`src/rtl/ddfi_ram.sv`:
```
`default_nettype none

module ddfi_ram #(
  parameter int unsigned WIDTH = 16,
  parameter int unsigned DEPTH = 128
) (
  input  wire                       clk_i,
  input  wire                       we_i,
  input  wire [$clog2(DEPTH)-1:0]   waddr_i,
  input  wire [WIDTH-1:0]           wdata_i,
  input  wire                       re_i,
  input  wire [$clog2(DEPTH)-1:0]   raddr_i,
  output logic [WIDTH-1:0]          rdata_o
);

  logic [WIDTH-1:0] mem_q [DEPTH];

  always_ff @(posedge clk_i) begin
    if (we_i) begin
      mem_q[waddr_i] <= wdata_i;
    end
    if (re_i) begin
      rdata_o <= mem_q[raddr_i];
    end
  end

endmodule

`default_nettype wire

```
`config.mk`:
```
export PLATFORM = sky130hd
export DESIGN_NAME = ddfi_ram
export DESIGN_NICKNAME = d
export VERILOG_FILES = /design/src/rtl/ddfi_ram.sv
export SDC_FILE = /design/constraint.sdc
export NUM_CORES = 2
export LEC_CHECK = 0
export ABC_AREA = 1
export ABC_CLOCK_PERIOD_IN_PS = 3700
export BUFFER_PORTS_ARGS = -buffer_cell sky130_fd_sc_hd__buf_2
export CAP_MARGIN = 20
export CELL_PAD_IN_SITES_DETAIL_PLACEMENT = 0
export CELL_PAD_IN_SITES_GLOBAL_PLACEMENT = 2
export CORE_ASPECT_RATIO = 0.7
export CORE_MARGIN = 8
export CORE_UTILIZATION = 50
export CTS_BUF_LIST = sky130_fd_sc_hd__clkbuf_4
export DETAILED_ROUTE_END_ITERATION = 16
export GPL_TIMING_DRIVEN = 0
export HOLD_SLACK_MARGIN = 0.15
export PLACE_DENSITY_LB_ADDON = 0.15
export SLEW_MARGIN = 10
export SYNTH_ARGS = -nofsm -noshare
export SYNTH_HDL_FRONTEND = slang
export SYNTH_SLANG_ARGS = --single-unit
```
`constraint.sdc`:
```
create_clock -name clk_i -period 3.7 [get_ports clk_i]
set_clock_uncertainty 0.05 [all_clocks]
set_input_delay 0.74 -clock clk_i [delete_from_list [all_inputs] [get_ports clk_i]]
set_output_delay 0.74 -clock clk_i [all_outputs]
set_load 0.02 [all_outputs]
```
# Yosys cells after proc, flatten, opt, wreduce, memory -nomap -nowiden
# Memories as Yosys holds them, arrays and structs flattened. A register that Yosys moved wholly into a read port is not among the register bits.
# Cells that the tools add are included.
# totals
mem_bits_ro	0
latch_bits	0
in_bits	33
n_memories	1
word_cells	3
ff_bits	0
mem_bits_rw	2048
out_inout_bits	16
# mem_list
memory	depth	word_bits	rd	rd_ports_with_merged_regs	wr	line	rtl
mem_q	128	16	1	1	1	16	logic [WIDTH-1:0] mem_q [DEPTH];
# classes
reduce_logical	0
magnitude_cmp	0
add_sub_neg	0
multipliers	0
shift	0
n_bitwise	0
div_mod_pow	0
eq_ne	0
mux	2
# op_table
cell	count
2-to-1 mux 1 bit	2

# Logic depth before layout (Yosys ltp)
# logic_depth
depth_word	2
mapped_depth	13
ltp_nobuf	9

# Worst setup path after synthesis
# No wires, ideal clock.
# synth_path
kind	input port to flip-flop
start	input port we_i
end	memory mem_q[105][0], enable pin
path_slack_ps	1205
path_stages	4
n_path_buf	2
setup_ps	388
arrival_ps	2056
required_ps	3262
path_cell_list	clkbuf_1 nand2_1 clkbuf_1 nor2_1
# synth_via
elab_chain_cells	2
# synth_lines
element	line	rtl
start: declaration	8	input wire we_i,
2-to-1 mux 1 bit	19	if (we_i) begin
2-to-1 mux 1 bit (implied by the code)	20	mem_q[waddr_i] <= wdata_i;
end: declaration	16	
# No other way between the ends.

==> flow_metrics.py <==
metrics = {
    "outcome": {
        "status": "finished clean",
    },
    "global_routing": {
        "grt_pass1_wl_um": 445000,
        "antenna_found_initial": 20,
        "grt_max_degree": 93,
        "grt_pass1_vias": 55665,
        "grt_overflow": 0,
        "track_usage_pct": 35.9,
    },
    "power": {
        "leakagePower_nw": 33.9,
        "p_total_w": 0.0483,
        "vdd_drop_max_mv": 0.355,
        "powerDensity_nw_per_um2": 508,
    },
    "synthesis": {
        "ys_ff_latch": 2064,
        "synthesis.area_um2": 83000,
        "synth.avg_cell_area_um2": 12.2,
        "yosysSeqAreaShare_pct": 74.7,
        "synth_nets": 6826,
        "synth_cell_types": 14,
        "ys.warnings.count": 0,
        "synthCells": 6793,
    },
    "route": {
        "ant_nets": 0,
        "viasPerCell": 6.13,
        "wl_per_cell_um": 32.8,
        "drt-initial-drc-count": 10112,
        "drc": 0,
        "routed_wl_um": 329000,
        "vias": 61327,
        "dr.pass1.iters": 6,
    },
    "sta": {
        "worst_slew_pin_slew_ns": 1.24,
        "finalSetupViolations": 0,
        "setup_slack_ns": 0.424,
        "rsz0062_at_grt": "no",
        "finalHoldViolations": 0,
        "maxClockFrequency_mhz": 305,
        "period_minus_slack_ns": 3.28,
        "maxSlewHeadroom_pct": 17.2,
        "fin_crit_sh_pct": 88.5,
        "drv_slew": 0,
        "hold_ws_ns": 0.305,
    },
    "placed_design": {
        "port_buffers": 43,
        "dp_hpwl_um": 229000,
        "place_area_um2": 88800,
        "place_ws_ns": -1.07,
        "place_congestion": 1.08,
    },
    "cts": {
        "cts_sinks": 2064,
        "clk_latency_ns": 1.39,
        "cts.htree.levels": 6,
        "cts_setup_buffers": 0,
        "cts_root_buf": "clkbuf_4",
        "cts_max_path_buffers": 4,
        "cts_tree": "built",
        "path_clk_slew_ns": 0.06,
        "cts_buffers": 533,
    },
    "critical_path": {
        "cp-end-kind": "flip-flop",
        "crit_type": "input pin to flip-flop",
        "cp_data_required_time_ns": 4.72,
        "crit_arrival_ns": 4.30,
        "start_kind": "input pin",
        "rr_worst_depth": 8,
        "path_max_fanout": 10,
    },
    "layout": {
        "drive_gt1_share_pct": 17.8,
        "post-route-cell-area_um2": 95100,
        "fillers": 13900,
        "area_delta_synth_final_pct": 14.6,
        "layout_commonest_cell": "nand2_1",
        "most-common-layout-cells": "nand2_1 (2087), edfxtp_1 (2064), nand3_1 (2019), clkbuf_4 (753), buf_2 (278)",
        "finalNetCount": 7518,
    },
    "flow_run": {
        "cap_viol_max_count": 0,
    },
    "floorplanning": {
        "fp.dieArea_um2": 179000,
        "core_um2": 165000,
        "placementRows": 125,
        "initial_core_util_pct": 50.2,
        "io_pins": 49,
        "die_w_um": 503,
        "die_y_um": 357,
    },
    "worst_hold_path": {
        "hold_class": "input pin to flip-flop",
        "min_path_cells": 2,
    },
}
-- what timing repair did --
| action | 4_1_cts | 5_1_grt |
|---|---|---|
| endpoints found under the hold margin | 2163 | 0 |
| resized for setup | 0 | 0 |
| setup endpoints to repair | 0 | 1 |
| hold buffers | 24 | 0 |
-- metal layers --
metal	GRT usage [%]	vias to the layer above	part of all wire, %
li1	-	25981	-
met1	51.3	30339	40
met2	50.2	4340	42
met3	13.0	663	14
met4	14.0	4	4.2
met5	0.433	-	0.030
-- cell usage after synthesis --
library cell	instances	area [um^2]
nand2_1	2087	7830
edfxtp_1	2064	62000
nand3_1	2019	10100
buf_2	251	1260
nor2_1	134	503
clkbuf_1	81	304
buf_4	61	458
buf_1	41	154
buf_6	22	248
inv_1	21	78.8
nor3_1	8	40.0
inv_2	2	7.51
buf_8	1	15.0
inv_4	1	6.26
-- registers in the layout, indices dropped and copies added, names as in the netlist --
register  cells
mem_q      2048
rdata_o      16
-- layout make-up --
type                            count  area (um^2)  share of cell area, %
Clock inverter                     69          318                  0.334
Sequential cell                  2064        62000                   65.2
Antenna cell                       16         40.0                 0.0421
Tap cell                         2222         2780                   2.92
Timing Repair Buffer              158         2510                   2.64
Multi-Input combinational cell   4248        19300                   20.3
Buffer                            456         2450                   2.57
Clock buffer                      753         5650                   5.94
Inverter                           24         92.6                 0.0973
-- path summary, 6_finish.rpt --
| kind | endpoint | slack, ns | start |
|---|---|---|---|
| worst max-delay path | rdata_o[15] | 0.42 | raddr_i[1] |
| worst min-delay path | mem_q[40][5] | 0.30 | wdata_i[5] |
| worst max register to register | rdata_o[15] | 0.58 | mem_q[119][15] |
| worst min register to register | rdata_o[12] | 1.04 | mem_q[13][12] |
-- per-stage QoR --
stage / utilization [%] / cells / setup TNS [ns]
after floorplan: - / 6793 / 0
after global placement: 52.0 / 9058 / -896.43
after detailed placement: 53.7 / 9145 / -7.05
after CTS: 57.5 / 9991 / 0
after global routing: 57.5 / 10006 / 0
final: 57.5 / 10010 / 0
-- worst max-delay path: stages --
cell and delay (ns):
buf_2 0.21, inv_2 0.34, buf_2 0.62, buf_2 0.58
nand3_1 0.17, nand3_1 0.49, nand3_1 0.29, nand3_1 0.15
nand3_1 0.16, nand3_1 0.30, nand2_1 0.22
-- where the power goes --
group / switching (W) / internal (W) / total, W
clock network: 0.00925 / 0.00938 / 0.0186
logic: 0.00299 / 0.000822 / 0.00382
registers: 0.0000228 / 0.0258 / 0.0258
-- kinds of logic after synthesis --
logic type	count (synthesis)	share of synthesized area [%]
flops	2064	74.7
simple gates	4248	22.3
buf+inv	481	3.05
No activity file was read; power rests on OpenSTA's default activity.
